--- src/rtl/rcas_pkg.sv ---
// shared types and constants of the radio channel access sequencer
package rcas_pkg;

  localparam int HB_BASE_MS   = 500;
  localparam int HB_JITTER_MS = 20;
  localparam int CTRL_MIN_LEN = 2;
  // 2^20 / HB_JITTER_MS rounded up, exact quotient for any 16-bit value
  localparam int HB_JITTER_RECIP = 52429;

  typedef enum logic [1:0] {
    OP_TICK    = 2'd0,
    OP_ENQUEUE = 2'd1,
    OP_RECEIVE = 2'd2,
    OP_CARRIER = 2'd3
  } op_t;

  typedef enum logic [1:0] {
    MODE_AWAIT = 2'd0,
    MODE_TX    = 2'd1,
    MODE_OTHER = 2'd2
  } mode_t;

  typedef enum logic [1:0] {
    KIND_TX_BYTE   = 2'd0,
    KIND_HEARTBEAT = 2'd1,
    KIND_DATA      = 2'd2
  } kind_t;

  typedef enum logic [2:0] {
    REG_OWN_ID        = 3'd0,
    REG_BROADCAST_ID  = 3'd1,
    REG_CMD_START     = 3'd2,
    REG_CMD_END       = 3'd3,
    REG_CMD_HEARTBEAT = 3'd4,
    REG_BACKOFF_LIMIT = 3'd5,
    REG_OTHER_TIMEOUT = 3'd6,
    REG_QUEUE_DESTS   = 3'd7
  } reg_idx_t;

  typedef enum logic [3:0] {
    S_IDLE, S_EXEC, S_HB1, S_TICK, S_LEN, S_BYTES,
    S_CS0, S_CS1, S_CE0, S_CE1,
    S_HB_DIV, S_HB_WAIT, S_BO_DIV, S_BO_WAIT
  } state_t;

  typedef enum logic [2:0] {
    EM_NONE, EM_START, EM_END, EM_OWN, EM_HB, EM_DATA, EM_BYTE
  } emit_t;

  typedef enum logic [2:0] {
    RX_NONE, RX_OTHER_START, RX_BACKOFF, RX_HB, RX_DATA, RX_OBD
  } rx_action_t;

  typedef struct packed {
    logic [7:0]  own_id;
    logic [7:0]  broadcast_id;
    logic [7:0]  cmd_start_burst;
    logic [7:0]  cmd_end_burst;
    logic [7:0]  cmd_heartbeat;
    logic [7:0]  backoff_limit;
    logic [15:0] other_burst_timeout;
    logic [63:0] queue_dest_ids;
  } cfg_t;

  typedef struct packed {
    logic  latch;
    logic  enq_exec;
    logic  hb_write0;
    logic  hb_write1;
    logic  set_mode_tx;
    logic  scan_take;
    logic  len_latch;
    logic  byte_read;
    emit_t emit;
    logic  emit_last;
    logic  div_start;
    logic  div_hb;
    logic  apply_bo;
    logic  apply_hb;
    logic  clear_sp;
    logic  set_other;
    logic  set_obd;
  } ctrl_cmd_t;

  typedef struct packed {
    op_t        op;
    mode_t      mode;
    logic       hb_ok;
    logic       bo_expired;
    logic       obd_expired;
    logic       send_pending;
    logic       scan_found;
    logic       len_zero;
    logic       idx_last;
    logic       div_busy;
    rx_action_t rx_action;
  } ctrl_sts_t;

endpackage

--- src/rtl/rcas_ctrl.sv ---
// sequencing state machine of the channel access sequencer
module rcas_ctrl (
  input  logic               clk,
  input  logic               rst,
  input  logic               start,
  output logic               busy,
  input  rcas_pkg::ctrl_sts_t sts,
  output rcas_pkg::ctrl_cmd_t cmd
);
  import rcas_pkg::*;

  state_t state, state_next;

  always_ff @(posedge clk) begin
    if (rst) begin
      state <= S_IDLE;
    end else begin
      state <= state_next;
    end
  end

  always_comb begin
    state_next = state;
    case (state)
      S_IDLE: if (start) state_next = S_EXEC;
      S_EXEC: begin
        case (sts.op)
          OP_TICK:    state_next = sts.hb_ok ? S_HB1 : S_TICK;
          OP_RECEIVE: state_next = (sts.rx_action == RX_BACKOFF) ? S_BO_DIV : S_IDLE;
          OP_CARRIER: state_next = (sts.mode == MODE_AWAIT) ? S_BO_DIV : S_IDLE;
          default:    state_next = S_IDLE;
        endcase
      end
      S_HB1: state_next = S_TICK;
      S_TICK: begin
        case (sts.mode)
          MODE_AWAIT: state_next = (sts.bo_expired && sts.send_pending) ? S_CS0 : S_IDLE;
          MODE_TX:    state_next = sts.scan_found ? S_LEN : S_CE0;
          MODE_OTHER: state_next = sts.obd_expired ? S_BO_DIV : S_IDLE;
          default:    state_next = S_IDLE;
        endcase
      end
      S_LEN:     state_next = sts.len_zero ? S_IDLE : S_BYTES;
      S_BYTES:   if (sts.idx_last) state_next = S_IDLE;
      S_CS0:     state_next = S_CS1;
      S_CS1:     state_next = S_IDLE;
      S_CE0:     state_next = S_CE1;
      S_CE1:     state_next = S_HB_DIV;
      S_HB_DIV:  state_next = S_HB_WAIT;
      S_HB_WAIT: if (!sts.div_busy) state_next = S_BO_DIV;
      S_BO_DIV:  state_next = S_BO_WAIT;
      S_BO_WAIT: if (!sts.div_busy) state_next = S_IDLE;
      default:   state_next = S_IDLE;
    endcase
  end

  always_comb begin
    cmd  = '0;
    cmd.emit = EM_NONE;
    busy = (state != S_IDLE);
    case (state)
      S_IDLE: cmd.latch = start;
      S_EXEC: begin
        case (sts.op)
          OP_TICK:    cmd.hb_write0 = sts.hb_ok;
          OP_ENQUEUE: cmd.enq_exec = 1'b1;
          OP_RECEIVE: begin
            case (sts.rx_action)
              RX_OTHER_START: cmd.set_other = 1'b1;
              RX_OBD:         cmd.set_obd = 1'b1;
              RX_HB: begin
                cmd.emit      = EM_HB;
                cmd.emit_last = 1'b1;
              end
              RX_DATA: begin
                cmd.emit      = EM_DATA;
                cmd.emit_last = 1'b1;
              end
              default: ;
            endcase
          end
          default: cmd.set_obd = (sts.mode == MODE_OTHER);
        endcase
      end
      S_HB1: cmd.hb_write1 = 1'b1;
      S_TICK: begin
        if (sts.mode == MODE_AWAIT) begin
          cmd.set_mode_tx = sts.bo_expired && sts.send_pending;
        end else if (sts.mode == MODE_TX) begin
          cmd.scan_take = sts.scan_found;
        end
      end
      S_LEN: cmd.len_latch = 1'b1;
      S_BYTES: begin
        cmd.byte_read = 1'b1;
        cmd.emit      = EM_BYTE;
        cmd.emit_last = sts.idx_last;
      end
      S_CS0: cmd.emit = EM_START;
      S_CS1: begin
        cmd.emit      = EM_OWN;
        cmd.emit_last = 1'b1;
      end
      S_CE0: cmd.emit = EM_END;
      S_CE1: begin
        cmd.emit      = EM_OWN;
        cmd.emit_last = 1'b1;
        cmd.clear_sp  = 1'b1;
      end
      S_HB_DIV: begin
        cmd.div_start = 1'b1;
        cmd.div_hb    = 1'b1;
      end
      S_HB_WAIT: cmd.apply_hb = !sts.div_busy;
      S_BO_DIV:  cmd.div_start = 1'b1;
      S_BO_WAIT: cmd.apply_bo = !sts.div_busy;
      default: ;
    endcase
  end

endmodule

--- config.mk ---
export PLATFORM = sky130hd
export DESIGN_NAME = rcas_ctrl
export DESIGN_NICKNAME = d
export VERILOG_FILES = /design/src/rtl/rcas_pkg.sv /design/src/rtl/rcas_ctrl.sv
export SDC_FILE = /design/constraint.sdc
export NUM_CORES = 1
export LEC_CHECK = 0
export BUFFER_PORTS_ARGS = -buffer_cell sky130_fd_sc_hd__buf_2
export CAP_MARGIN = 10
export CORE_MARGIN = 3
export CORE_UTILIZATION = 30
export DETAILED_ROUTE_END_ITERATION = 12
export GPL_TIMING_DRIVEN = 0
export PLACE_DENSITY = 0.59
export SYNTH_ARGS = -nofsm -noshare
export SYNTH_HDL_FRONTEND = slang
export SYNTH_SLANG_ARGS = --single-unit
--- constraint.sdc ---
create_clock -name clk -period 2.6 [get_ports clk]
set_input_delay 0.26 -clock clk [delete_from_list [all_inputs] [get_ports clk]]
set_output_delay 0.26 -clock clk [all_outputs]
set_load 0.005 [all_outputs]
=== After elaboration in Yosys (flattened, before gate mapping) ===
Index checks and enable logic that the tools add are counted.

* Input bits: 18
* Word-level logic and storage cells: 77
* Output and inout port bits: 20
* Bits in registers: 4

* Multiplexer cells: 39
* Reduce and logical (&&, ||, !) cells: 10
* Equality and inequality tests: 27

{| class="wikitable"
|+ Operator list
! cell !! count
|-
| 4-bit case mux with 13 select lines || 1
|-
| 4-bit two-way mux || 9
|-
| 4-bit equality test (second input constant) || 6
|-
| 4-bit case mux with 3 select lines || 2
|-
| 1-bit two-way mux || 18
|-
| 4-bit by 3-bit equality test with 1-bit output (second input constant) || 4
|-
| 3-bit case mux with 5 select lines || 1
|-
| 4-bit by 2-bit equality test with 1-bit output (second input constant) || 2
|-
| 2-bit != test (second input constant) || 4
|-
| 4-bit case mux with 2 select lines || 1
|-
| 2-bit equality test (second input constant) || 3
|-
| 3-bit by 2-bit equality test with 1-bit output (second input constant) || 2
|-
| 3-bit equality test (second input constant) || 2
|-
| 2-bit two-way mux || 3
|-
| 3-bit two-way mux || 2
|-
| 2-bit OR reduction || 3
|-
| 2-bit by 1-bit equality test with 1-bit output (second input constant) || 2
|-
| 4-bit by 1-bit equality test with 1-bit output (second input constant) || 1
|-
| 2-bit logical NOT || 2
|-
| 4-bit logical NOT || 1
|-
| 4-bit AND reduction || 1
|-
| 4-bit nonzero test || 1
|-
| 3-bit by 1-bit equality test with 1-bit output (second input constant) || 1
|-
| 1-bit case mux with 3 select lines || 1
|-
| other kinds (3) || 3
|}

=== Depth between registers and ports, before layout ===
Gate-level depths: netlist (run 1).

* Depth after elaboration: 4
* Gate-level depth with buffers: 6
* Mapped depth without buffers: 4

=== Least setup slack after synthesis (run 1) ===
Ideal clock, no wire load.

* Path type: register -> output
* Start: reg state[2]
* End: out cmd[10] (netlist name)
* Setup slack: 0.872 ns
* Cell stages (with the launch flop): 6
* Data arrival time: 1.468 ns
* Required time: 2.340 ns
* Cells stage by stage: dfxtp_1 > buf_6 > or4b_4 > nor3b_1 > o21ai_0 > o21ai_0

{| class="wikitable"
|+ RTL lines
! element !! RTL line !! text
|-
| start, declared || rcas_ctrl.sv:12 || <nowiki>state_t state, state_next;</nowiki>
|-
| start signal, assigned || rcas_ctrl.sv:18 || <nowiki>state <= state_next;</nowiki>
|-
| end, declared || rcas_ctrl.sv:8 || <nowiki>output rcas_pkg::ctrl_cmd_t cmd</nowiki>
|}

==> flow_metrics.tcl, run 1 <==
set metrics [dict create \
    port_buffers 37 \
    die_h_um 53.6 \
    synthSimpleGateAreaFrac 0.492 \
    fin_crit_ns 2.31 \
    synth_cell_types 40 \
    r2r_setup_slack_ns 0.88 \
    yosys.area.top_type "dfxtp_1" \
    fp-row-count 16 \
    clkPwrFrac 0.178 \
    fmax_mhz 432 \
    synth_top_area_share 0.118 \
    largest_reg_flops 4 \
    final_util 0.451 \
    fin_skew_ns 0.00131 \
    place_hpwl_um 1710 \
    yosys-top-cells-count "nor2_1, nand2_1, inv_1, o21ai_0, nor3_1" \
    synthAdderAreaFrac 0 \
    core_mm2 0.00204 \
    routedWlPerCell_um 12.3 \
    clk-insertion-delay-late_ns 0.23 \
    syn_area_um2 679 \
    clock-root-buffer "clkbuf_4" \
    cp-end-kind "output port" \
    status "finished, final reports clean" \
    synth.most_common_cell "nor2_1" \
    syn_inst 106 \
    yosysSeqAreaShare 0.118 \
    area_growth_pct 35.5 \
    critPathRequiredTime_ns 2.34 \
    synthMuxAreaShare 0.0147 \
    synth-compound-area-share 0.273 \
    cts_tree "yes" \
    path_class "reg2out" \
    vias 907 \
    first_iter_violations 11 \
    gp_congestion 0.841 \
    nets 166 \
    p_leak_nw 0.450 \
    ys_warn_count 0 \
    io_pins 38 \
    max-cap-violations 0 \
    synth_area_leaders "dfxtp_1, nor2_1, nor3b_1" \
    synth_flop_cell "dfxtp_1" \
    p_int_w 0.000240 \
    tns_ns 0 \
    fin_crit_sh 0.889 \
    worstMarginPinSlew_ns 0.421 \
    setup_viol 0 \
    rsz0062_at_grt "no" \
    die-area_mm2 0.00287 \
    clk_pin_slew_ns 0.04 \
    regMostFlops "state" \
    grt_pass1_wl_um 3460 \
    r2r_cells 4 \
    drv_slew 0 \
    numCtsBuffers 3 \
    clk_path_buf_depth 2 \
    holdPathStages 2 \
    peakVddDrop_uv 302 \
    avgSynthCellArea_um2 6.41 \
    synth_fp_nets 124 \
    place_area_um2 898 \
    hold_viol 0 \
    drive_above_1_share 0.315 \
    critPathLaunchType "register" \
    cp_data_arrival_time_ns 2.05 \
    synth-edff-count 0 \
    finish.instance_area_um2 921 \
    cts_resized 0 \
    fp.dieW_um 53.6 \
    finalWirelength_um 2140 \
    powerDensity_mw_per_mm2 466 \
    ys_ff_latch 4 \
    route.detailed.drc 0 \
    synth_top_family_by_area "simple AND/OR/NAND/NOR gates" \
    synth_xor_area_frac 0.0129 \
    cts_setup_buffers 0 \
    swShare 0.441 \
    async_flop_share 0 \
    crit_fanout 10 \
    clock_sinks 4 \
    slew_headroom 0.719 \
    postCtsHoldBufs 0 \
    top_regs "state: 4 flops" \
    diodes 0 \
    grt_start_max_net_pins 11 \
    cts_max_level 1 \
    grt_pass1_vias 837 \
    p_seq_frac 0.198 \
    initial_core_util 0.333 \
    min_path_type "in2reg" \
    vias_per_cell 5.24 \
    grt-ovfl-total 0 \
    track_usage 0.161 \
    drtPass1Iterations 3 \
    antenna_found_initial 0 \
    power_frac_comb 0.624 \
    detail-route-antenna-nets 0 \
    power_switching_w 0.000189 \
]
## critical path, stage by stage, from the launching register on
cell     delay, ns
dfxtp_1       0.30
buf_6         0.13
or4b_4        0.57
nor3b_1       0.37
o21ai_0       0.20
o21ai_0       0.11
buf_2         0.14
## layout by cell type, fill, tap and decap left out, drive strengths merged
cell type  Yosys  routed
inv            7       7
a221o          2       2
or4b           1       1
a2bb2oi        1       1
nor2          12      12
nand3b         2       2
nor4bb         1       1
nor3           6       6
a31oi          2       2
o22ai          2       2
and3b          1       1
o21ai          7       7
a21oi          5       5
or3b           2       2
clkbuf         5       8
nor4           2       2
nand2          9       9
nand3          1       1
mux2i          1       1
or2            2       2
xor2           1       1
nand2b         5       5
o211ai         1       1
dfxtp          4       4
and4           1       1
o21bai         1       1
nand4          1       1
a21o           1       1
or3            1       1
nor2b          1       1
o21a           1       1
and3           4       4
nor3b          5       5
a311oi         2       2
nor4b          1       1
buf            2      39
a41oi          1       1
a211oi         2       2
## power groups by stage
| stage | Combinational, W | Sequential [W] | Clock, W |
|---|---|---|---|
| after floorplan | 0.000183 | 0.0000829 | 0 |
| after global placement | 0.000266 | 0.0000859 | 0 |
| after detailed placement | 0.000268 | 0.0000858 | 0 |
| after CTS | 0.000270 | 0.0000849 | 0.0000795 |
| after global routing | 0.000300 | 0.0000865 | 0.0000880 |
| final | 0.000268 | 0.0000851 | 0.0000765 |
## per-layer routing
metal,vias to the layer above,global-route usage,routed length (µm)
met4,0,0.0213,0
met5,-,0,0
li1,470,-,-
met1,402,0.197,970
met3,0,0.0499,199
met2,35,0.280,965
## final cells by class
class / instances / area (µm²)
well taps: 27 / 33.8
repair buffers: 37 / 185
flip-flops and latches: 4 / 80.1
fillers: 241 / 1120
plain buffers: 7 / 35.0
clock buffers: 3 / 22.5
multi-input cells: 88 / 538
inverters: 7 / 26.3
## cells by family (layout without fill, tap and decap cells)
kind of cell / after synthesis / after routing
compound gates: 28 / 28
mux: 1 / 1
buf+inv: 14 / 54
flops: 4 / 4
simple gates: 58 / 58
xor+xnor: 1 / 1
## final timing paths
path,startpoint,to
worst max-delay path,state[2]$_SDFFE_PP0P_,cmd[10]
worst min-delay path,rst,state[0]$_SDFFE_PP0P_
worst max register to register,state[2]$_SDFFE_PP0P_,state[2]$_SDFFE_PP0P_
worst min register to register,state[1]$_SDFFE_PP0P_,state[2]$_SDFFE_PP0P_
## metrics by stage
step	instances	hold slack [ns]	setup WS, ns	total power (W)
floorplan	106	0.329	0.872	0.000265
global placement	170	0.480	0.525	0.000352
detailed placement	170	0.476	0.508	0.000354
CTS	173	0.229	0.248	0.000434
global route	173	0.216	0.120	0.000474
finish	173	0.234	0.287	0.000429
Power figures use the tool's default switching activity.
==> run 2, diff against run 1 <==
- BUFFER_PORTS_ARGS: -buffer_cell sky130_fd_sc_hd__buf_2 -> default
- DONT_BUFFER_PORTS: default -> 1
- GPL_TIMING_DRIVEN: 0 -> default
- PLACE_DENSITY: 0.59 -> default
==> flow_metrics.tcl, run 2 (synthesis results as in run 1) <==
set metrics [dict create \
    p_leak_nw 0.274 \
    worstReg2RegStart "state[1]$_SDFFE_PP0P_" \
    slowest_delay_ns 0.61 \
    holdPathEnd "state[0]$_SDFFE_PP0P_" \
    clk_path_buf_depth 2 \
    nets 125 \
    rsz0062_at_grt "no" \
    area_growth_pct 6.45 \
    core_mm2 0.00204 \
    routedWlPerCell_um 14.4 \
    drive_above_1_share 0.0952 \
    drtPass1Iterations 4 \
    die-area_mm2 0.00287 \
    clock_sinks 4 \
    cp-end-kind "output port" \
    initial_core_util 0.333 \
    slowest_stage "or4b_4" \
    worstMarginPinSlew_ns 0.460 \
    r2r_cells 3 \
    diodes 0 \
    place_area_um2 701 \
    hold_viol 0 \
    setup_viol 0 \
    vias_per_cell 5.98 \
    fmax_mhz 440 \
    finish.instance_area_um2 723 \
    min_path_type "in2reg" \
    max-cap-violations 0 \
    total_power_w 0.000384 \
    cts_resized 0 \
    path_class "reg2out" \
    io_pins 38 \
    grt_pass1_wl_um 3040 \
    status "finished, final reports clean" \
    first_iter_violations 6 \
    finalWirelength_um 1900 \
    vias 790 \
    critPathRequiredTime_ns 2.34 \
    peakVddDrop_uv 195 \
    grt_start_max_net_pins 23 \
    clk_pin_slew_ns 0.04 \
    largest_reg_flops 4 \
    postCtsHoldBufs 0 \
    r2r_setup_slack_ns 0.83 \
    r2r-end "state[2]$_SDFFE_PP0P_" \
    crit_buf_inv 0 \
    cts_setup_buffers 0 \
    drv_slew 0 \
    cts_max_level 1 \
    hp-start "rst" \
    numCtsBuffers 3 \
    critPathTopFamily "simple AND/OR/NAND/NOR gates" \
    detail-route-antenna-nets 0 \
    crit_fanout 15 \
    route.detailed.drc 0 \
    clock-root-buffer "clkbuf_4" \
    holdPathStages 1 \
    final_cell_mix "nor2_1, nand2_1, inv_1, o21ai_0, nor3_1" \
    fp-row-count 16 \
    crit_top_cell "o21ai_0" \
    port_buffers 0 \
    die_h_um 53.6 \
    crit_chain "or4b_4 > nor3b_1 > o21ai_0 > o21ai_0" \
    fin_crit_sh 0.875 \
    grt_pass1_vias 686 \
    regMostFlops "state" \
    powerDensity_mw_per_mm2 531 \
    cp_data_arrival_time_ns 2.01 \
    tns_ns 0 \
    cts_tree "yes" \
    antenna_found_initial 0 \
    critPathLaunchType "register" \
    fin_skew_ns 0.00844 \
    final_common_cell "nor2_1" \
    fin_crit_ns 2.27 \
    fp.dieW_um 53.6 \
    top_regs "state: 4 flops" \
    clk-insertion-delay-late_ns 0.25 \
    grt-ovfl-total 0 \
    place_hpwl_um 1520 \
    track_usage 0.143 \
    gp_congestion 0.751 \
    slew_headroom 0.693 \
]
run 2: cell types whose count changed in the layout (fill, tap and decap cells not counted):
cell      previous run  this run
buf_6                1         0
clkbuf_1             5         0
buf_2               38         0
buf_4                0         3
run 2: metrics by stage:
| step | util | setup WS, ns | std cells | hold slack [ns] |
|---|---|---|---|---|
| 6_report | 0.354 | 0.326 | 132 | 0.0775 |
| 5_1_grt | 0.354 | 0.131 | 132 | 0.0684 |
| 4_1_cts | 0.354 | 0.292 | 132 | 0.0696 |
| 3_5_place_dp | 0.343 | 0.565 | 129 | 0.335 |
| 3_3_place_gp | 0.343 | 0.653 | 129 | 0.333 |
| 2_1_floorplan | - | 0.872 | 106 | 0.329 |
run 2: where the power goes:
part           switching (W)  leakage, nW  internal [W]
Sequential         0.0000189       0.0328     0.0000740
Clock              0.0000292       0.0138     0.0000519
Combinational       0.000122        0.227     0.0000878
Total               0.000170        0.274      0.000214
run 2: worst max-delay path by stage:
stage | start | endpoint | slack [ns] | cells after the start
floorplan | state[2]$_SDFFE_PP0P_ | cmd[10] | 0.87 | 5
global placement | state[1]$_SDFFE_PP0P_ | cmd[10] | 0.65 | 4
detailed placement | state[1]$_SDFFE_PP0P_ | cmd[10] | 0.56 | 4
CTS | state[1]$_SDFFE_PP0P_ | cmd[10] | 0.29 | 4
global route | state[1]$_SDFFE_PP0P_ | cmd[10] | 0.13 | 4
finish | state[1]$_SDFFE_PP0P_ | cmd[10] | 0.33 | 4
run 2: routing by layer:
metal / track usage / vias to the layer above / wire length [µm]
li1: - / 389 / -
met1: 0.196 / 358 / 876
met2: 0.202 / 41 / 804
met3: 0.0443 / 2 / 201
met4: 0.0638 / 0 / 22
met5: 0 / - / 0
run 2: area by class of cell:
type                       count  area [µm²]
clock buffer                   3        22.5
fill                         241        1320
inverter                       7        26.3
multi-input combinational     88         538
sequential                     4        80.1
tap                           27        33.8
timing repair buffer           3        22.5
